## src/hw/rtl/cmm_pkg.sv

```systemverilog
package cmm_pkg;

	localparam int WINDOW_MAX  = 64;
	localparam int SAMPLE_BITS = 24;

	// Ring address, window counts and the running sum.
	localparam int ADDR_W  = $clog2(WINDOW_MAX);
	localparam int CNT_W   = $clog2(WINDOW_MAX + 1);
	localparam int SUM_W   = SAMPLE_BITS + CNT_W;
	localparam int RECIP_W = SUM_W + 1;
	localparam logic [63:0] RECIP_ONE = 64'd1 << (RECIP_W - 1);

	// Configuration register.
	localparam int CFG_W      = 7;
	localparam int PADDR_W    = 3;
	localparam int PDATA_W    = 32;
	localparam logic [CFG_W-1:0] LEN_RESET = CFG_W'(5);
	localparam logic REG_WINDOW_LENGTH = 1'b0;

	// Output queue and the credit count that guards it.
	localparam int OUTQ_DEPTH = 8;
	localparam int OUTQ_AW    = $clog2(OUTQ_DEPTH);
	localparam int OCC_W      = $clog2(OUTQ_DEPTH + 1);

	typedef struct packed {
		logic                    vld;
		logic signed [SUM_W-1:0] sum;
		logic [CNT_W-1:0]        cnt;
		logic                    last;
	} emit_t;

	typedef struct packed {
		logic                   vld;
		logic [SAMPLE_BITS-1:0] mean;
		logic                   last;
	} res_t;

endpackage

```

## src/hw/rtl/cmm_outq.sv

```systemverilog
module cmm_outq (
	input  logic                            clk,
	input  logic                            arst_n,
	input  cmm_pkg::res_t                   res,
	output logic                            tvalid,
	input  logic                            tready,
	output logic [cmm_pkg::SAMPLE_BITS-1:0] tdata,
	output logic                            tlast
);
	import cmm_pkg::*;

	logic [SAMPLE_BITS:0] mem_q [OUTQ_DEPTH];
	logic [OUTQ_AW-1:0]   wr_q;
	logic [OUTQ_AW-1:0]   rd_q;
	logic [OCC_W-1:0]     count_q;
	logic                 pop;

	assign tvalid = (count_q != '0);
	assign pop    = tvalid && tready;
	assign tdata  = mem_q[rd_q][SAMPLE_BITS:1];
	assign tlast  = mem_q[rd_q][0];

	always_ff @(posedge clk or negedge arst_n) begin
		if (!arst_n) begin
			wr_q    <= '0;
			rd_q    <= '0;
			count_q <= '0;
		end else begin
			if (res.vld) begin
				wr_q <= wr_q + OUTQ_AW'(1);
			end
			if (pop) begin
				rd_q <= rd_q + OUTQ_AW'(1);
			end
			count_q <= count_q + OCC_W'(res.vld) - OCC_W'(pop);
		end
	end

	always_ff @(posedge clk) begin
		if (res.vld) begin
			mem_q[wr_q] <= {res.mean, res.last};
		end
	end

	assert property (@(posedge clk) disable iff (!arst_n)
		res.vld |-> (count_q < OCC_W'(OUTQ_DEPTH)) || pop)
		else $error("output queue overflow");

endmodule

```

## config.mk

```make
export PLATFORM = sky130hd
export DESIGN_NAME = cmm_outq
export DESIGN_NICKNAME = d
export VERILOG_FILES = /design/src/hw/rtl/cmm_pkg.sv /design/src/hw/rtl/cmm_outq.sv
export SDC_FILE = /design/constraint.sdc
export NUM_CORES = 1
export LEC_CHECK = 0
export BUFFER_PORTS_ARGS = -buffer_cell sky130_fd_sc_hd__buf_4
export CAP_MARGIN = 5
export CELL_PAD_IN_SITES_DETAIL_PLACEMENT = 2
export CELL_PAD_IN_SITES_GLOBAL_PLACEMENT = 2
export CORE_MARGIN = 10
export CORE_UTILIZATION = 52
export DETAILED_ROUTE_END_ITERATION = 10
export HOLD_SLACK_MARGIN = 0.12
export PLACE_DENSITY_LB_ADDON = 0.1
export SLEW_MARGIN = 40
export SYNTH_ARGS = -nofsm -noshare
export SYNTH_HDL_FRONTEND = slang
export SYNTH_SLANG_ARGS = --single-unit
```

## constraint.sdc

```tcl
create_clock -name clk -period 8 [get_ports clk]
set_input_delay 0 -clock clk [delete_from_list [all_inputs] [get_ports clk]]
set_output_delay 0 -clock clk [all_outputs]
set_load 0.02 [all_outputs]
```

# --- Word-level counts from Yosys, hierarchy flattened ---
# Memories as Yosys holds them, arrays and structs flattened.
# Index checks and enable logic that the tools add are counted.
classes:
  add_sub_neg: 4
  mux: 2
  reduce_logical: 2
op_table:
  columns: ["op", "n"]
  rows:
  - ["adder 3 x 1 -> 3 bit (second input constant)", 2]
  - ["adder 4 x 1 -> 4 bit", 1]
  - ["nonzero test 4 bit", 1]
  - ["subtractor 4 x 1 -> 4 bit", 1]
  - ["two-way mux 1 bit", 2]
  - ["logical AND 1 bit", 1]
word_totals:
  mem_bits_rw: 200
  reg_bits: 10
  input_bits: 29
  memories: 1
memory_table:
  columns: ["name", "words", "width", "rd", "rd_clocked_by_memory_dff", "wr", "line", "text"]
  rows:
  - ["mem_q", 8, 25, 1, 0, 1, "cmm_outq.sv:12", "logic [SAMPLE_BITS:0] mem_q [OUTQ_DEPTH];"]

# --- Logic depth before layout (Yosys ltp) ---
logic_depth:
  word_depth: 3
  depth_mapped: 11
  ltp_nobuf: 11

# --- Least setup slack after synthesis ---
# No wires, ideal clock.
synth_path:
  path_type: "flip-flop to flip-flop"
  start: "reg wr_q[1]"
  end: "mem mem_q[0][0] in the netlist's numbering, enable pin"
  n_path_buf: 0
  path_stages_with_launch: 3
  arrival_ns: 2.310
  period_less_slack_ns: 2.748
  slack_ns: 5.252
  setup_time_ns: 0.438
  path_cell_list: "dfrtp_1 -> nand2b_1 -> nor3_1"
synth_lines:
  columns: ["element", "line", "text"]
  rows:
  - ["from (decl)", "cmm_outq.sv:13", "logic [OUTQ_AW-1:0] wr_q;"]
  - ["from (signal assigned)", "cmm_outq.sv:30", "wr_q <= wr_q + OUTQ_AW'(1);"]
  - ["to (decl)", "cmm_outq.sv:12", null]
# Straight into the memory's write port.

# --- Final worst setup path ---
layout_path:
  start: "reg rd_q[0]"
  end: "out tdata[0] in the netlist's numbering"
layout_via:
  elab_chain_len: 1
layout_lines:
  columns: ["element", "line", "text"]
  rows:
  - ["from (decl)", "cmm_outq.sv:14", "logic [OUTQ_AW-1:0] rd_q;"]
  - ["from (signal assigned)", "cmm_outq.sv:33", "rd_q <= rd_q + OUTQ_AW'(1);"]
  - ["memory (8 x 25 bit)", null, null]
  - ["to (decl)", "cmm_outq.sv:7", "output logic [cmm_pkg::SAMPLE_BITS-1:0] tdata,"]
# No other way between the ends.

==> impl_metrics.tcl <==
set metrics [dict create \
    placed_cells 612 \
    hpwl_um 11500 \
    synthDistinctLibCells 21 \
    syn_inst 344 \
    fin_util 0.638 \
    synth_ff_type "edfxtp_1" \
    synth-edff-count 200 \
    place_ws_ns 5.43 \
    rows 46 \
    htree_levels 1 \
    gr-total-overflow 0 \
    drc 0 \
    drive_gt1_frac 0.295 \
    via_per_inst 5.63 \
    clockBufferDepth 3 \
    postCtsSetupBuffers 0 \
    initial_core_util 0.526 \
    ant_nets 0 \
    cts_tree "yes" \
    path_class "register to output pin" \
    clock_skew_ns 0.0122 \
    grt_first_pass_wirelength_um 29600 \
    die_height_um 146 \
    endpoint_kind "output pin" \
    final_cells 681 \
    grt_pass1_vias 4588 \
    syn_area_per_cell_um2 24.0 \
    finalSetupViolCount 0 \
    ys_seq_area_frac 0.758 \
    synthAdderAreaFrac 0.0130 \
    wl_um 19300 \
    die_x_um 146 \
    max_stage_delay_ns 0.87 \
    clock.fmax_ghz 0.327 \
    yosys_warnings 0 \
    finalHoldViolCount 0 \
    worstSkewPairLatency_ns 0.50 \
    drv_slew 0 \
    relSlewSlack 0.484 \
    synthArstFlopShare 0.0476 \
    power_density_mw_per_mm2 366 \
    leakagePower_nw 3.53 \
    synth_fp_nets 381 \
    crit_buf_inv 2 \
    drt_first_pass_iters 4 \
    portBuffers 54 \
    synth-compound-area-share 0.00152 \
    synth-simple-area-share 0.00970 \
    root_buffer "clkbuf_16" \
    wl_per_cell_um 28.3 \
    tightestPinTransition_ns 0.775 \
    dieArea_mm2 0.0213 \
    ios 55 \
    layout_common_cells "edfxtp_1 (200), buf_4 (62), mux4_1 (49)" \
    cp_max_fo 27 \
    peakVddDrop_mv 0.202 \
    cp-start-kind "register" \
    layout_commonest_cell "edfxtp_1" \
    area_delta_synth_final_pct 21.5 \
    clkTransAtPathRegs_ns 0.06 \
    rsz0062_at_grt "false" \
    grt_max_degree 28 \
    antenna_found_initial 0 \
    nFillCells 1197 \
    cp.arrival_ns 3.06 \
    place_area_mm2 0.00905 \
    synth_xor_area_frac 0.00636 \
    cts_sinks 210 \
    critPathSlowestCell "dfrtp_2" \
    fin_crit_ns 3.06 \
    grt_usage 0.184 \
    n_antenna_cell 0 \
    core-area_mm2 0.0157 \
    critPathTopFamily "multiplexers" \
    status "complete, no violations" \
    cp_common_cell "buf_4" \
    drt_iter0_drc 276 \
    vias 3835 \
    layout_setup_ws_ns 4.94 \
    worstPathCellList "buf_4 > mux4_1 > mux2_2 > buf_4" \
    period_share 0.382 \
    maxCapViolations 0 \
    holdWs_ns 0.284 \
    final_nets 486 \
    critical_path_required_ns 8.00 \
    power_mw 3.67 \
    fin_area_mm2 0.0100 \
    synth_top_family_by_area "multiplexers" \
    tns_ns 0 \
    hold_path_class "input pin to register" \
    synth_area_mm2 0.00826 \
    gp_congestion 0.701 \
    synth_seq_cells 210 \
    muxShareOfSynthArea 0.195 \
    r2r_slack_ns 5.45 \
    cts_buffers 22 \
]
## Yosys cell counts (3+ instances only)
library cell	n	area share
buf_6	6	0.0082
clkbuf_1	8	0.0036
dfrtp_1	10	0.030
edfxtp_1	200	0.73
ha_1	7	0.011
inv_1	9	0.0041
mux2_2	27	0.037
mux4_1	49	0.16
nand2_1	4	0.0018
nand2b_1	3	0.0023
nor2_1	6	0.0027
xnor2_1	4	0.0042
## registers in the layout, indices dropped and copies added, names as in the netlist
| name | count |
|---|---|
| wr_q | 3 |
| rd_q | 3 |
| count_q | 4 |
| mem_q | 200 |
## repair_timing
| action | CTS | global route |
|---|---|---|
| hold buffers | 29 | 0 |
| gates resized for setup | 0 | 0 |
| hold endpoints to repair | 217 | 0 |
## final timing paths
path / from / endpoint / cells after the start
min in group asynchronous: arst_n / count_q[1] / 3
worst max-delay path: rd_q[0] / tdata[0] / 4
max in group asynchronous: arst_n / rd_q[0] / 3
worst min-delay path: res[18] / mem_q[7][18] / 2
worst min register to register: wr_q[1] / wr_q[1] / 1
worst max register to register: count_q[2] / count_q[3] / 11
## where the power goes
group | switching (mW) | total (mW) | internal, mW
registers | 0.133 | 1.52 | 1.39
logic | 0.602 | 1.17 | 0.569
clock network | 0.399 | 0.976 | 0.577
total | 1.13 | 3.67 | 2.54
## layout make-up
class | count | area [µm²] | area share
inverter | 9 | 33.8 | 0.00337
timing repair buffer | 96 | 856 | 0.0853
sequential | 210 | 6260 | 0.624
tap | 216 | 270 | 0.0269
clock buffer | 31 | 626 | 0.0624
multi-input combinational | 110 | 1920 | 0.191
clock inverter | 9 | 70.1 | 0.00698
## routing by layer
layer / part of all wire / wire, µm / GRT usage
met4: 0.015 / 280 / 0.0445
met5: 0 / 0 / 0
met1: 0.41 / 7880 / 0.224
met3: 0.039 / 744 / 0.0290
met2: 0.54 / 10400 / 0.336
## kinds of logic (layout without fill, tap and decap cells)
logic type      count (synthesis)  in the layout
compound gates                  2              2
xor+xnor                        6              6
fa+ha+maj                       8              8
buf+inv                        24            145
flops                         210            210
mux                            77             77
simple gates                   17             17
Note: power is estimated with default switching activity, not from simulation.
