## config.mk

```make
export PLATFORM = sky130hd
export DESIGN_NAME = cmm_div
export DESIGN_NICKNAME = d
export VERILOG_FILES = /design/src/hw/rtl/cmm_pkg.sv /design/src/hw/rtl/cmm_div.sv
export SDC_FILE = /design/constraint.sdc
export NUM_CORES = 2
export LEC_CHECK = 0
export ABC_AREA = 1
export BUFFER_PORTS_ARGS = -buffer_cell sky130_fd_sc_hd__buf_4
export CAP_MARGIN = 25
export CORE_MARGIN = 1.5
export CORE_UTILIZATION = 50
export CTS_CLUSTER_DIAMETER = 60
export DETAILED_ROUTE_END_ITERATION = 10
export PLACE_DENSITY = 0.76
export SLEW_MARGIN = 25
export SYNTH_ARGS = -nofsm -noshare
export SYNTH_HDL_FRONTEND = slang
export SYNTH_SLANG_ARGS = --single-unit
```

## constraint.sdc

```tcl
create_clock -name clk -period 9.6 [get_ports clk]
set_input_delay 1.44 -clock clk [delete_from_list [all_inputs] [get_ports clk]]
set_output_delay 1.44 -clock clk [all_outputs]
set_load 0.01 [all_outputs]
```

## src/hw/rtl/cmm_pkg.sv

```systemverilog
package cmm_pkg;

	localparam int WINDOW_MAX  = 64;
	localparam int SAMPLE_BITS = 24;

	// Ring address, window counts and the running sum.
	localparam int ADDR_W  = $clog2(WINDOW_MAX);
	localparam int CNT_W   = $clog2(WINDOW_MAX + 1);
	localparam int SUM_W   = SAMPLE_BITS + CNT_W;
	localparam int RECIP_W = SUM_W + 1;
	localparam logic [63:0] RECIP_ONE = 64'd1 << (RECIP_W - 1);

	// Configuration register.
	localparam int CFG_W      = 7;
	localparam int PADDR_W    = 3;
	localparam int PDATA_W    = 32;
	localparam logic [CFG_W-1:0] LEN_RESET = CFG_W'(5);
	localparam logic REG_WINDOW_LENGTH = 1'b0;

	// Output queue and the credit count that guards it.
	localparam int OUTQ_DEPTH = 8;
	localparam int OUTQ_AW    = $clog2(OUTQ_DEPTH);
	localparam int OCC_W      = $clog2(OUTQ_DEPTH + 1);

	typedef struct packed {
		logic                    vld;
		logic signed [SUM_W-1:0] sum;
		logic [CNT_W-1:0]        cnt;
		logic                    last;
	} emit_t;

	typedef struct packed {
		logic                   vld;
		logic [SAMPLE_BITS-1:0] mean;
		logic                   last;
	} res_t;

endpackage

```

## src/hw/rtl/cmm_div.sv

```systemverilog
module cmm_div (
	input  logic           clk,
	input  logic           arst_n,
	input  cmm_pkg::emit_t emit,
	output cmm_pkg::res_t  res
);
	import cmm_pkg::*;

	logic [RECIP_W-1:0] recip_tab [WINDOW_MAX];

	for (genvar g = 0; g < WINDOW_MAX; g++) begin : g_recip
		localparam logic [RECIP_W-1:0] RV = RECIP_W'(RECIP_ONE / 64'(g + 1));
		assign recip_tab[g] = RV;
	end

	logic                    vld_s1, vld_s2, vld_s3, vld_s4;
	logic signed [SUM_W-1:0] sum_s1;
	logic [CNT_W-1:0]        cnt_s1;
	logic                    last_s1, last_s2, last_s3, last_s4;
	logic                    neg_s2, neg_s3, neg_s4;
	logic [SUM_W-1:0]        n_s2, n_s3;
	logic [CNT_W:0]          d_s2, d_s3;
	logic [RECIP_W-1:0]      recip_s2;
	logic [SUM_W-1:0]        q_s3, q_s4;

	logic                    neg;
	logic [SUM_W-1:0]        mag;
	logic [SUM_W+RECIP_W-1:0] prod;
	logic [SUM_W+CNT_W:0]    qd;
	logic [SUM_W-1:0]        rem;
	logic [SUM_W-1:0]        q_signed;

	// Rounded quotient of |sum| by count is floor((2|sum| + count) / (2 count)).
	assign neg  = sum_s1[SUM_W-1];
	assign mag  = neg ? SUM_W'(-sum_s1) : SUM_W'(sum_s1);
	// The reciprocal estimate is low by at most one; one compare fixes it.
	assign prod = n_s2 * recip_s2;
	assign qd   = q_s3 * d_s3;
	assign rem  = n_s3 - qd[SUM_W-1:0];
	assign q_signed = neg_s4 ? -q_s4 : q_s4;

	assign res.vld  = vld_s4;
	assign res.mean = q_signed[SAMPLE_BITS-1:0];
	assign res.last = last_s4;

	always_ff @(posedge clk or negedge arst_n) begin
		if (!arst_n) begin
			vld_s1 <= 1'b0;
			vld_s2 <= 1'b0;
			vld_s3 <= 1'b0;
			vld_s4 <= 1'b0;
		end else begin
			vld_s1 <= emit.vld;
			vld_s2 <= vld_s1;
			vld_s3 <= vld_s2;
			vld_s4 <= vld_s3;
		end
	end

	always_ff @(posedge clk) begin
		sum_s1   <= emit.sum;
		cnt_s1   <= emit.cnt;
		last_s1  <= emit.last;

		n_s2     <= (mag << 1) + SUM_W'(cnt_s1);
		d_s2     <= {cnt_s1, 1'b0};
		recip_s2 <= recip_tab[ADDR_W'(cnt_s1 - CNT_W'(1))];
		neg_s2   <= neg;
		last_s2  <= last_s1;

		q_s3     <= prod[SUM_W+RECIP_W-1:RECIP_W];
		n_s3     <= n_s2;
		d_s3     <= d_s2;
		neg_s3   <= neg_s2;
		last_s3  <= last_s2;

		q_s4     <= q_s3 + SUM_W'(rem >= SUM_W'(d_s3));
		neg_s4   <= neg_s3;
		last_s4  <= last_s3;
	end

endmodule

```

**Yosys cells after proc, flatten, opt, wreduce, memory -nomap -nowiden**

Memories as Yosys holds them, arrays and structs flattened. A register that Yosys moved wholly into a read port is not among the register bits.
Cells that the tools add are included.
W data, S select, Z words.

- Input bits: 42
- ROM bits: 2048
- Register bits after elaboration: 180
- Memories: 1
- Logic and storage cells: 32
- Output and inout port bits: 26

Memories:

| memory | depth | width | rd ports | clocked after Yosys merged registers in | write ports | RTL line | text |
|---|---|---|---|---|---|---|---|
| (name not given) | 64 | 32 | 1 | 1 | 0 | cmm_div.sv:67 | `recip_s2 <= recip_tab[ADDR_W'(cnt_s1 - CNT_W'(1))];` |

- Multiplexer cells: 2
- $mul: 2
- Add/sub/neg operators: 6
- Bitwise gates (word level): 1
- $lt $le $gt $ge: 1

Operators with widths:

| cell | count |
|---|---|
| $mul A31 B32 Y63 | 1 |
| $add A31 B7 Y31 | 1 |
| $ge A31 B8 Y1 | 1 |
| $mul A31 B7 Y30 | 1 |
| $sub A31 B31 Y31 | 1 |
| $mux W30 | 1 |
| $neg A30 Y30 | 1 |
| $add A24 B1 Y24 | 1 |
| $mux W24 | 1 |
| $neg A24 Y24 | 1 |
| $not A6 Y7 | 1 |
| $sub A6 B1 Y6 const B | 1 |

**Depth between registers and ports, before layout**

- Depth in word-level cells: 4
- Gate-level depth with buffers: 51
- Depth with buffers taken out: 49

**Worst setup path after synthesis**

OpenSTA, ideal clock, no wires.

- Kind: reg-to-reg
- Start: register d_s3[2]
- End: register q_s4[22]
- Setup time: 0.072 ns
- Path slack: 2.012 ns
- Path buffers: 2
- Arrival: 7.517 ns
- Clock period less this slack: 7.588 ns
- Stages on the path, launching flop included: 47
- Data required time: 9.528 ns
- Path through: dfxtp_1 clkbuf_1 buf_1 nand2_1 fa_1 inv_1 fa_1 fa_1 inv_1 fa_1 inv_1 ha_1 nand2_1 nor3_1 a21oi_1 o21ai_0 a31oi_1 o21ai_0 [... 11 more ...] nor2_1 nor2_1 xor2_1 nand3_1 ha_1 nand2_1 inv_2 nand3_2 inv_2 nand2_2 nor2_4 nand4_2 nor2_2 nand2_2 nor3b_2 nand2_1 nor2_1 xor2_1

- Word-level cells in the longest chain between the ends: 4

RTL lines:

| item | RTL line | text |
|---|---|---|
| start: declaration | cmm_div.sv:22 | `logic [CNT_W:0] d_s2, d_s3;` |
| start signal: assignment | cmm_div.sv:73 | `d_s3 <= d_s2;` |
| $mul A31 B7 Y30 | cmm_div.sv:38 | `assign qd = q_s3 * d_s3;` |
| $sub A31 B31 Y31 | cmm_div.sv:39 | `assign rem = n_s3 - qd[SUM_W-1:0];` |
| $ge A31 B8 Y1 * | cmm_div.sv:77 | `q_s4 <= q_s3 + SUM_W'(rem >= SUM_W'(d_s3));` |
| $add A24 B1 Y24 * | cmm_div.sv:77 |  |
| end signal: assignment | cmm_div.sv:77 |  |
| end: declaration | cmm_div.sv:24 | `logic [SUM_W-1:0] q_s3, q_s4;` |

Mark *: on every way between the ends. The rest lies on a longest branch, timed or not.

**Worst setup path after layout**

- Start: register d_s3[6]
- End: register q_s4[22]

The elaborated chain is that of the path after synthesis.

==> results_dict.tcl <==
set metrics [dict create \
    outcome "finished clean" \
    antenna_found_initial 6 \
    ys_seq_area_share_pct 8.73 \
    max_freq_ghz 0.113 \
    synth_cells 6194 \
    ctsHoldBuffers 0 \
    hold_path.class "reg2reg" \
    clkSinkCount 209 \
    finalSetupTns_ns 0 \
    synth-seq-cells 209 \
    synth_area_um2 48200 \
    synthDistinctLibCells 63 \
    ios 68 \
    clockBufferDepth 3 \
    min_period_ns 8.86 \
    postSynthAreaPerCell_um2 7.78 \
    coreArea_um2 95300 \
    grt_pass1_wl_um 232000 \
    drv_cap 0 \
    overflow 0 \
    dr.pass1.iters 6 \
    fin_crit_sh_pct 92.3 \
    timing.critical_path.fanout_max 26 \
    die_area_um2 98200 \
    critical-path-top-delay-family "simple AND/OR/NAND/NOR gates" \
    start_util_pct 50.5 \
    drtIter0Drc 3213 \
    fin_worst_skew_ns 0.0266 \
    drc 0 \
    wirelength_um 148000 \
    grt_usage_pct 30.5 \
    vias 40100 \
    slew_violations 0 \
    grt_max_degree 36 \
    nNetsFinal 7509 \
    slowest_stage "dfxtp_1" \
    clkTransAtPathRegs_ns 0.06 \
    synthTopCellsByArea "fa_1, inv_1, nand2_1" \
    cts_setup_buffers 0 \
    wl_per_cell_um 19.9 \
    synth_top_cell_by_area "fa_1" \
    rsz0062_at_grt "no" \
    portBuffers 67 \
    htree_levels 1 \
    finalHoldViolations 0 \
    cts_buffers 31 \
    cts_root_buf "clkbuf_16" \
    fp-row-count 113 \
    synth_top_area_share_pct 41.1 \
    die_height_um 313 \
    post_cts_resized 0 \
    cts_tree "done" \
    place.detailed.hpwl_um 122000 \
    grt_pass1_vias 42200 \
    synth_edf_count 0 \
    async_reset_ff_share_pct 1.91 \
    drive_above_1_share_pct 4.71 \
    required_ns 10.12 \
    max_stage_delay_ns 1.05 \
    place_congestion 1.00 \
    path_class "reg2reg" \
    final_antenna_net_count 0 \
    maxSlewHeadroom_pct 17.6 \
    ys_warn_count 0 \
    critPathBufInv 6 \
    routed_via_density 5.40 \
    clock_latency_ns 0.59 \
    arrival_ns 9.38 \
    setup_violations 0 \
    synthesis.nets 7568 \
    synth_ff_type "dfxtp_1" \
    syn2layout_area_growth_pct 6.34 \
    worst_slew_pin_slew_ns 1.23 \
    die_x_um 313 \
    end_kind "flop" \
    cp-start-kind "flop" \
]
## logic make-up (layout without fill, tap and decap cells)
logic type                 after synthesis  count (layout)  synth area share (%)
and+or+nand+nor                       2118            2118                  17.6
DFF                                    209             209                  8.73
adders and majority gates             1332            1332                  50.0
xor gates and xnor gates               183             183                  3.39
other                                    0               5                     0
AOI/OAI and AO/OA                      461             461                  5.52
buffers and inverters                 1891            1855                  14.8
## registers in the layout (all words and copies together) (netlist names), 6 cells and up
signal,cells
cnt_s1,7
d_s2,6
d_s3,6
n_s2,31
n_s3,31
q_s3,30
q_s4,24
recip_s2,32
sum_s1,31
## cell usage in the layout (no fill, tap or decap), types with 5 or more instances in the layout
| cell | netlist | final |
|---|---|---|
| a221oi_1 | 6 | 6 |
| clkbuf_16 | 0 | 32 |
| inv_6 | 0 | 5 |
| nand2_2 | 5 | 5 |
| o31ai_1 | 8 | 8 |
| a21oi_1 | 180 | 180 |
| inv_2 | 13 | 13 |
| xor2_1 | 114 | 114 |
| nor4_1 | 14 | 14 |
| o21a_1 | 5 | 5 |
| dfxtp_2 | 0 | 6 |
| nor2_2 | 9 | 9 |
| dfxtp_1 | 205 | 199 |
| xnor2_1 | 65 | 64 |
| nand4_1 | 33 | 33 |
| nor3_1 | 40 | 40 |
| nand3_1 | 99 | 99 |
| a41oi_1 | 6 | 6 |
| diode_2 | 0 | 5 |
| a31oi_1 | 40 | 40 |
| o221ai_1 | 5 | 5 |
| inv_8 | 0 | 5 |
| o211ai_1 | 16 | 16 |
| a21o_1 | 16 | 16 |
| buf_4 | 4 | 169 |
| inv_1 | 1612 | 1612 |
| fa_1 | 988 | 988 |
| nor2_1 | 282 | 282 |
| o21bai_1 | 7 | 7 |
| nand2_1 | 1608 | 1608 |
| o21ai_0 | 136 | 136 |
| nor2_4 | 6 | 6 |
| ha_1 | 344 | 344 |
## worst register-to-register path, delay by kind of cell, from the launching register on
kind | cells | cell delay (ns)
xor gates and xnor gates | 3 | 0.43
DFF | 1 | 1.05
AOI/OAI and AO/OA | 5 | 1.07
adders and majority gates | 7 | 2.82
buffers and inverters | 6 | 0.41
and+or+nand+nor | 23 | 3.00
## Yosys cell counts, types with 4 or more instances
library cell	instances
a211oi_1	4
a21o_1	16
a21oi_1	180
a221oi_1	6
a31oi_1	40
a32oi_1	4
a41oi_1	6
buf_1	8
buf_2	13
buf_4	4
clkbuf_1	241
dfrtp_1	4
dfxtp_1	205
fa_1	988
ha_1	344
inv_1	1612
inv_2	13
nand2_1	1608
nand2_2	5
nand3_1	99
nand4_1	33
nor2_1	282
nor2_2	9
nor2_4	6
nor3_1	40
nor4_1	14
o211ai_1	16
o21a_1	5
o21ai_0	136
o21bai_1	7
o221ai_1	5
o311ai_0	4
o31ai_1	8
xnor2_1	65
xor2_1	114
## layout make-up
type	instances	area [um^2]
Tap cell	1265	1580
Timing Repair Buffer	174	1360
Multi-Input combinational cell	4094	36800
Antenna cell	5	12.5
Fill cell	8884	44100
Inverter	1625	6100
Clock buffer	36	846
Clock inverter	20	267
Sequential cell	209	4210
## final timing paths
check / from / to / slack [ns] / cells after the start
max: d_s3[6] / q_s4[22] / 0.74 / 44
min: last_s2 / last_s3 / 0.33 / 0
max reg2reg: d_s3[6] / q_s4[22] / 0.74 / 44
min reg2reg: last_s2 / last_s3 / 0.33 / 0
max in group asynchronous: arst_n / vld_s2 / 8.87 / 1
min in group asynchronous: arst_n / vld_s4 / 0.63 / 1
## through the flow
step	instances	cell area, um^2	hold slack [ns]	setup slack (ns)	utilization [%]
after floorplan	6194	48200	0.310	2.01	-
after detailed placement	7366	50100	0.313	0.921	52.6
after CTS	7422	51200	0.327	0.860	53.7
final	7428	51200	0.326	0.739	53.8
after global routing	7423	51200	0.331	0.0756	53.7
after global placement	7366	50100	0.313	1.04	52.6
## layer usage
metal	global-route usage, %	vias to the layer above	part of all wire [%]
met1	38.4	19600	37
met4	15.2	2	6.1
li1	-	17900	-
met5	0	-	0.0081
met3	6.59	446	10
met2	49.9	2179	46
Power is not shown: default switching activity piles up to over one toggle a cycle in this logic, so the estimate is an artifact.
