### config.mk
export PLATFORM = sky130hd
export DESIGN_NAME = cmm_window
export DESIGN_NICKNAME = d
export VERILOG_FILES = /design/src/hw/rtl/cmm_pkg.sv /design/src/hw/rtl/cmm_ram.sv /design/src/hw/rtl/cmm_window.sv
export SDC_FILE = /design/constraint.sdc
export NUM_CORES = 2
export LEC_CHECK = 0
export BUFFER_PORTS_ARGS = -buffer_cell sky130_fd_sc_hd__buf_2
export CAP_MARGIN = 20
export CORE_ASPECT_RATIO = 0.9
export CORE_UTILIZATION = 57
export DETAILED_ROUTE_END_ITERATION = 8
export GPL_TIMING_DRIVEN = 0
export PLACE_DENSITY = 0.72
export SETUP_SLACK_MARGIN = 0.2
export SLEW_MARGIN = 20
export SYNTH_ARGS = -nofsm -noshare
export SYNTH_HDL_FRONTEND = slang
export SYNTH_SLANG_ARGS = --single-unit
### constraint.sdc
create_clock -name clk -period 5.9 [get_ports clk]
set_input_delay 0.295 -clock clk [delete_from_list [all_inputs] [get_ports clk]]
set_output_delay 0.295 -clock clk [all_outputs]
set_load 0.02 [all_outputs]
### src/hw/rtl/cmm_pkg.sv
package cmm_pkg;

	localparam int WINDOW_MAX  = 64;
	localparam int SAMPLE_BITS = 24;

	// Ring address, window counts and the running sum.
	localparam int ADDR_W  = $clog2(WINDOW_MAX);
	localparam int CNT_W   = $clog2(WINDOW_MAX + 1);
	localparam int SUM_W   = SAMPLE_BITS + CNT_W;
	localparam int RECIP_W = SUM_W + 1;
	localparam logic [63:0] RECIP_ONE = 64'd1 << (RECIP_W - 1);

	// Configuration register.
	localparam int CFG_W      = 7;
	localparam int PADDR_W    = 3;
	localparam int PDATA_W    = 32;
	localparam logic [CFG_W-1:0] LEN_RESET = CFG_W'(5);
	localparam logic REG_WINDOW_LENGTH = 1'b0;

	// Output queue and the credit count that guards it.
	localparam int OUTQ_DEPTH = 8;
	localparam int OUTQ_AW    = $clog2(OUTQ_DEPTH);
	localparam int OCC_W      = $clog2(OUTQ_DEPTH + 1);

	typedef struct packed {
		logic                    vld;
		logic signed [SUM_W-1:0] sum;
		logic [CNT_W-1:0]        cnt;
		logic                    last;
	} emit_t;

	typedef struct packed {
		logic                   vld;
		logic [SAMPLE_BITS-1:0] mean;
		logic                   last;
	} res_t;

endpackage

### src/hw/rtl/cmm_ram.sv
module cmm_ram #(
	parameter int WIDTH = 8,
	parameter int DEPTH = 16
) (
	input  logic                     clk,
	input  logic                     we,
	input  logic [$clog2(DEPTH)-1:0] waddr,
	input  logic [WIDTH-1:0]         wdata,
	input  logic [$clog2(DEPTH)-1:0] raddr,
	output logic [WIDTH-1:0]         rdata
);

	logic [WIDTH-1:0] mem_q [DEPTH];

	always_ff @(posedge clk) begin
		if (we) begin
			mem_q[waddr] <= wdata;
		end
		rdata <= mem_q[raddr];
	end

endmodule

### src/hw/rtl/cmm_window.sv
module cmm_window (
	input  logic                            clk,
	input  logic                            arst_n,
	input  logic [cmm_pkg::CFG_W-1:0]       wlen,
	input  logic                            clear,
	input  logic                            in_valid,
	output logic                            in_ready,
	input  logic [cmm_pkg::SAMPLE_BITS-1:0] sample,
	input  logic                            last_in,
	input  logic                            can_issue,
	output cmm_pkg::emit_t                  emit
);
	import cmm_pkg::*;

	logic [CNT_W-1:0]        len_c;
	logic [CNT_W-1:0]        half;
	logic [CNT_W-1:0]        ahead;

	logic [ADDR_W-1:0]       wptr_q;
	logic [ADDR_W-1:0]       lo_q;
	logic [CNT_W-1:0]        cnt_q;
	logic [CNT_W-1:0]        pend_q;
	logic [CNT_W-1:0]        bef_q;
	logic                    flush_q;
	logic signed [SUM_W-1:0] sum_q;
	logic                    sub_s1;
	logic                    fwd_s1;
	logic [SAMPLE_BITS-1:0]  fwd_data_s1;

	logic [SAMPLE_BITS-1:0]  ram_rdata;
	logic [SAMPLE_BITS-1:0]  sub_val;
	logic signed [SUM_W-1:0] sum_eff;
	logic [CNT_W-1:0]        pend_eff;
	logic [CNT_W-1:0]        cnt_eff;
	logic                    acc;
	logic                    last_now;
	logic                    do_emit;
	logic                    fin;
	logic                    do_sub;

	always_comb begin
		if (wlen == '0) begin
			len_c = CNT_W'(1);
		end else if (32'(wlen) > WINDOW_MAX) begin
			len_c = CNT_W'(WINDOW_MAX);
		end else begin
			len_c = CNT_W'(wlen);
		end
		half  = len_c >> 1;
		ahead = len_c - CNT_W'(1) - half;
	end

	// The sum register always holds the newest sample; the subtraction of the
	// sample leaving at the low end lands in the following cycle, after the read.
	assign in_ready = !flush_q && can_issue;
	assign acc      = in_valid && in_ready;
	assign sub_val  = fwd_s1 ? fwd_data_s1 : ram_rdata;

	always_comb begin
		sum_eff = sum_q;
		if (sub_s1) begin
			sum_eff = sum_eff - {{(SUM_W-SAMPLE_BITS){sub_val[SAMPLE_BITS-1]}}, sub_val};
		end
		if (acc) begin
			sum_eff = sum_eff + {{(SUM_W-SAMPLE_BITS){sample[SAMPLE_BITS-1]}}, sample};
		end
	end

	assign pend_eff = pend_q + CNT_W'(acc);
	assign cnt_eff  = cnt_q + CNT_W'(acc);
	assign last_now = flush_q || (acc && last_in);
	assign do_emit  = can_issue && (flush_q || (acc && (last_in || pend_eff > ahead)));
	assign fin      = do_emit && last_now && (pend_eff == CNT_W'(1));
	assign do_sub   = do_emit && !fin && (bef_q == half);

	assign emit.vld  = do_emit;
	assign emit.sum  = sum_eff;
	assign emit.cnt  = cnt_eff;
	assign emit.last = fin;

	cmm_ram #(
		.WIDTH(SAMPLE_BITS),
		.DEPTH(WINDOW_MAX)
	) u_line (
		.clk  (clk),
		.we   (acc),
		.waddr(wptr_q),
		.wdata(sample),
		.raddr(lo_q),
		.rdata(ram_rdata)
	);

	always_ff @(posedge clk or negedge arst_n) begin
		if (!arst_n) begin
			wptr_q  <= '0;
			lo_q    <= '0;
			cnt_q   <= '0;
			pend_q  <= '0;
			bef_q   <= '0;
			flush_q <= 1'b0;
			sum_q   <= '0;
			sub_s1  <= 1'b0;
			fwd_s1  <= 1'b0;
		end else begin
			if (acc) begin
				wptr_q <= wptr_q + ADDR_W'(1);
			end
			if (clear || fin) begin
				lo_q    <= clear ? wptr_q : wptr_q + ADDR_W'(acc);
				cnt_q   <= '0;
				pend_q  <= '0;
				bef_q   <= '0;
				flush_q <= 1'b0;
				sum_q   <= '0;
				sub_s1  <= 1'b0;
				fwd_s1  <= 1'b0;
			end else begin
				sum_q   <= sum_eff;
				cnt_q   <= cnt_eff - CNT_W'(do_sub);
				pend_q  <= pend_eff - CNT_W'(do_emit);
				flush_q <= flush_q || (acc && last_in);
				if (do_emit && (bef_q != half)) begin
					bef_q <= bef_q + CNT_W'(1);
				end
				if (do_sub) begin
					lo_q <= lo_q + ADDR_W'(1);
				end
				sub_s1 <= do_sub;
				// The entry leaving is the one being written in the same cycle.
				fwd_s1 <= do_sub && acc && (wptr_q == lo_q);
			end
		end
	end

	always_ff @(posedge clk) begin
		fwd_data_s1 <= sample;
	end

	assert property (@(posedge clk) disable iff (!arst_n) !flush_q |-> pend_q <= ahead)
		else $error("pending count passed the look-ahead outside a flush");
	assert property (@(posedge clk) disable iff (!arst_n) cnt_q < len_c)
		else $error("running sum holds more samples than the window");
	assert property (@(posedge clk) disable iff (!arst_n) flush_q |-> !in_ready)
		else $error("input taken during the end flush");

endmodule

# After elaboration in Yosys (flattened, before gate mapping)
# Memory sizes are Yosys's and may differ from the RTL's. A register that Yosys moved wholly into a read port is not among the register bits.
# Index checks and enable logic that the tools add are counted.
dict set report totals {
  mem_bits_rw 1536
  elab_cells 68
  output_inout_bits 41
  mem_count 1
  input_bits 37
  reg_bits 91
}
# memory depth word_bits read_ports rd_ports_with_merged_regs write_ports line
set memory_table {}
lappend memory_table {u_line.mem_q 64 24 1 1 1 cmm_ram.sv:13} ;# logic [WIDTH-1:0] mem_q [DEPTH];
dict set report classes {
  add_sub_neg 12
  eq_ne 4
  muxes 18
  order_cmp 2
  n_reduce_logical 21
}
# operator count
set ops {}
lappend ops {{$mux W31} 3}
lappend ops {{$mux W7} 6}
lappend ops {{$add A31 B31 Y31} 1}
lappend ops {{$sub A31 B31 Y31} 1}
lappend ops {{$mux W24} 1}
lappend ops {{$mux W6} 3}
lappend ops {{$add A7 B1 Y7} 2}
lappend ops {{$sub A7 B1 Y7} 2}
lappend ops {{$add A6 B1 Y6 const B} 2}
lappend ops {{$logic_and A1 B1 Y1} 12}
lappend ops {{$add A7 B1 Y7 const B} 1}
lappend ops {{$eq A7 B1 Y1 const B} 1}
lappend ops {{$eq A7 B6 Y1} 1}
lappend ops {{$gt A7 B7 Y1} 1}
lappend ops {{$gt A7 B7 Y1 const B} 1}
lappend ops {{$logic_not A7 Y1} 1}
lappend ops {{$ne A7 B6 Y1} 1}
lappend ops {{$sub A7 B1 Y7 const B} 1}
lappend ops {{$sub A7 B6 Y7} 1}
lappend ops {{$add A6 B1 Y6} 1}
lappend ops {{$eq A6 B6 Y1} 1}
lappend ops {{$mux W1} 5}
lappend ops {{$logic_or A1 B1 Y1} 4}
lappend ops {{$reduce_bool A2 Y1} 2}
lappend ops {{$logic_not A1 Y1} 2}

# Depth between registers and ports, before layout
dict set report logic_depth {
  depth_word 18
  mapped_depth 25
  mapped_depth_nobuf 24
}

# Hierarchy
# From an unflattened synthesis, not the netlist that was laid out.
dict set report hier_totals {
  hier_cells 3611
  area_unflattened_um2 67691.2
}
# mod cells_per_inst area_each_um2 n_inst seq_area_each_um2
set by_module_without_submodules {}
lappend by_module_without_submodules {cmm_ram 2610 59295.6 1 46604.7}
lappend by_module_without_submodules {cmm_window 1001 8395.6 1 2157.1}

# Least setup slack after synthesis
# No wires, ideal clock.
dict set report synth_timing {
  path_kind {register to output}
  start {reg fwd_s1}
  end {out emit[38] in the netlist's numbering}
  setup_slack_ns 0.181
  required_time_ns 5.605
  arrival_time_ns 5.424
  path_buffers 3
  stages_incl_launch_ff 24
  path_cell_list {dfrtp_1 > clkbuf_1 > buf_1 > mux2i_1 > ha_1 > nand2_1 > or3_1 > a211o_1 > a211oi_1 > o21a_1 > nor2_1 > xnor2_1 > mux2i_1 > inv_1 > ha_1 > clkbuf_1 > nand4_1 > or3_1 > a211oi_1 > or4_4 > a211o_1 > mux2i_1 > xnor2_1 > xnor2_1}
}
# item line
set synth_lines {}
lappend synth_lines {{start: declaration} cmm_window.sv:27} ;# logic fwd_s1;
lappend synth_lines {{start signal: assignment} cmm_window.sv:130} ;# fwd_s1 <= do_sub && acc && (wptr_q == lo_q);
lappend synth_lines {{end: declaration} cmm_window.sv:11} ;# output cmm_pkg::emit_t emit

==> metrics.md <==
| Metric | Value |
|---|---|
| Dpl ws | `-0.847 ns` |
| Ys Warns | `0` |
| HPWL Detailed | `around 120 mm` |
| Largest net degree at the start of global routing | `68` |
| Buffer levels on the longest clock path | `3` |
| Crit Path Category | `reg -> out` |
| Final period util | `108%` |
| Syn_nets | `3354` |
| TritonCTS buffer count | `160` |
| Final Hold Fails | `0` |
| FFs w/ async S/R, synth | `4.06%` |
| Setup TNS | `-1.95 ns` |
| Post-synth top area cell | `edfxtp_1` |
| CP Max Fanout | `7` |
| Reg2Reg Launch Point | `fwd_s1` |
| Min-delay worst type | `in -> reg` |
| GPL Wtd Cong | `0.912` |
| Power Dens Cells | `433 nW/um^2` |
| P&R area growth vs syn | `16.8%` |
| Worst setup margin | `-0.447 ns` |
| Cell count of the worst hold path | `1` |
| P_sw | `0.0106 W` |
| Placed instance area | `roughly 72000 um^2` |
| Row count | `118` |
| Synthesized area per cell | `a little over 20 um^2` |
| Fin area | `78200 um^2` |
| Initial DRC count | `approximately 5k` |
| Largest family of logic cells by synthesized area | `multiplexers` |
| Seq pwr share | `around two fifths` |
| Sw frac | `31.3%` |
| TritonCTS clock tree | `built` |
| Outcome | `complete, but fails checks` |
| Vias in the first global route | `35.1k` |
| Total grt overflow | `0` |
| Final Power | `between 0.03 and 0.04 W` |
| Effective utilization at floorplan | `57.8%` |
| DIE AREA | `about 120000 um^2` |
| Post-Route WL | `178 mm` |
| H-tree depth | `4` |
| Compound-Gate Fraction of Synth Area | `2.58%` |
| Combinational cell fraction of total power | `31.3%` |
| Max Fclk | `158 MHz` |
| CP endpoint kind | `output port` |
| Max_cap viols | `0` |
| Worst Tran Pin Value | `1.25 ns` |
| Min Tclk post-route | `between 6 and 7 ns` |
| Clk_lat worst skew | `slightly below 0.8 ns` |
| Commonest cells in the synthesized netlist | `edfxtp_1 (1536), mux4_2 (504), nor2_1 (151)` |
| Hold_ws | `0.0483 ns` |
| First-pass GRT wire length | `253 mm` |
| Post-synth EDFFs | `1536` |
| Failing checks | `setup timing` |
| Clk sink count | `1651` |
| Drt via density | `6.67` |
| Xor and xnor fraction of the mapped netlist area | `roughly 1.3%` |
| Startpoint types | `flop` |
| Mux cell area share after synthesis | `17.9%` |
| Die Span X | `363 um` |
| Critical Path Start | `fwd_s1` |
| Share of the synthesized area in the top cell type | `between 60 and 70%` |
| Share of layout cells above drive strength 1 | `32.4%` |
| Fillers | `7136` |
| WL/cell | `33.6 um` |
| Routed Antenna Nets | `0` |
| CTS clock-pin slew for the worst setup and hold paths | `approximately 0.070 ns` |
| Core footprint | `116000 um^2` |
| Nets@finish | `between 3k and 4k` |
| PortBufs | `76` |
| Req. time, crit path | `5.61 ns` |
| Synthesized area | `66900 um^2` |
| Root buf cell | `clkbuf_16` |
| IO Count | `78` |
| Crit path DAT | `between 6 and 7 ns` |
| Top FF cell, synth | `edfxtp_1` |
| # setup viols final | `8` |
| Clock skew | `0.0205 ns` |
| FF-to-FF setup slack | `0.18 ns` |
| Simple-Gate Fraction of Synth Area | `2.48%` |
| Via Count | `35.4k` |
| Pleak | `about 25 nW` |
| R2R depth | `28` |
| DR pass1 iterations | `6` |
| Adder-Cell Fraction of Synth Area | `roughly 1.7%` |
| Maximum vdd drop | `0.000357 V` |
| Cell with the most instances after synthesis | `edfxtp_1` |
| Initial antenna violation count | `17` |
| RSZ-0062 raised after global routing | `yes` |
| Crit path to | `emit[38]` |
| Distinct cells, synth | `80` |
| Total GRT Usage | `30.5%` |
| Register area share after synthesis | `72.8%` |
| Drc violations | `0` |
| Die height | `roughly 330 um` |
| Max_slew headroom | `16.6%` |
| Pint | `roughly 0.023 W` |
| FF-to-FF End | `sum_q[30]` |
| Mapped Cells | `between 3k and 4k` |
| Top cells by area, synth | `edfxtp_1 (69%), mux4_2 (17%), dfrtp_1 (2.5%), ha_1 (1.6%), dfxtp_1 (1.4%)` |
| Post-synthesis register bit count | `1651` |
| Pins Over Slew Limit | `0` |
| Clock Power Share | `29.7%` |
==> how the worst min path moves through the flow <==
stage	startpoint	end	slack, ns
finish	sample[21]	fwd_data_s1[21]	0.05
global placement	bef_q[6]	bef_q[6]	0.55
floorplan	arst_n	bef_q[0]	-0.0006
detailed placement	arst_n	flush_q	0.24
CTS	sample[17]	fwd_data_s1[17]	0.02
global route	sample[21]	fwd_data_s1[21]	0.04
==> final cells by class <==
class                      instances  area (um^2)  share of cell area (%)
antenna                            5         12.5                  0.0160
buffer                           159          729                   0.933
clock buffer                     197         4250                    5.43
clock inverter                    92          871                    1.11
inverter                          54          203                   0.259
multi-input combinational       1365        18600                    23.8
sequential                      1651        48800                    62.4
tap                             1560         1950                    2.50
timing repair buffer             217         2850                    3.64
==> state kept, by name (all words and copies together) (netlist names) <==
signal	count
u_line.mem_q	1536
sum_q	31
fwd_data_s1	24
u_line.rdata	24
bef_q	7
cnt_q	7
pend_q	7
lo_q	6
wptr_q	6
flush_q	1
fwd_s1	1
sub_s1	1
==> repair_timing <==
action                                 4_1_cts  5_1_grt
hold buffers                                 7        0
gates resized for setup                    118       88
pin swaps                                   48       45
endpoints found under the hold margin       96        0
cloned                                       1        0
buffers inserted                            44       21
setup endpoints to repair                   66       45
==> critical path, cell delays in order (launching register included) <==
cell      delay (ns)
dfrtp_1         0.39
buf_8           0.16
mux2_4          0.22
ha_4            0.13
inv_2           0.03
fa_2            0.38
a211oi_2        0.22
o21bai_1        0.14
a21oi_2         0.16
buf_6           0.13
o31ai_4         0.06
buf_12          0.15
o31a_1          0.30
o21a_1          0.21
o31ai_4         0.26
ha_1            0.29
clkbuf_8        0.15
nand4_1         0.12
or3_4           0.17
a211oi_4        0.04
or4_4           0.55
a211o_1         0.29
mux2i_1         0.18
xnor2_1         0.18
xnor2_1         0.17
buf_4           0.17
==> cell usage in the layout (no fill, tap or decap), types with 20 or more instances in the layout <==
cell type and n:
clkinv_2 29, mux4_2 504, clkinv_1 26, inv_1 49, buf_12 20, buf_16 51, edfxtp_1 1536, a21o_1 25
xnor2_1 59, dfxtp_1 48, mux2_2 20, nor2_4 65, a21oi_1 64, clkbuf_1 118, clkbuf_16 165, ha_1 70
nor2_1 84, buf_2 58, and2_1 21, buf_4 85, xor2_1 34, dfrtp_1 67, buf_1 29, nand2_1 71
==> metal layers <==
layer / GRT usage (%) / part of all wire, % / up-vias
li1: - / - / 14200
met1: 43.2 / 38 / 18600
met2: 47.4 / 47 / 2152
met3: 6.47 / 10 / 375
met4: 11.6 / 4.3 / 14
met5: 0 / 0.070 / -
==> stage by stage <==
step	std cells	utilization, %
after global routing	5295	67.6
after detailed placement	4932	61.8
after floorplan	3229	-
after CTS	5273	67.1
after global placement	4865	59.8
final	5300	67.6
==> power by group through the flow <==
stage                     Clock [W]  Sequential (W)  Combinational [W]
after floorplan                   0          0.0134            0.00619
after CTS                    0.0102          0.0132             0.0103
after detailed placement          0          0.0135            0.00996
after global placement            0          0.0135            0.00963
after global routing         0.0106          0.0132             0.0109
final                        0.0101          0.0132             0.0106
==> logic make-up (layout without fill, tap and decap cells) <==
family	Yosys count	after routing
AO/OA/AOI/OAI	257	257
XOR/XNOR	99	99
other	0	5
buffers and inverters	213	719
multiplexers	563	563
flip-flops	1651	1651
AND/OR/NAND/NOR	358	358
adder cells (fa/ha/maj)	88	88
No activity file was read; power rests on OpenSTA's default activity.
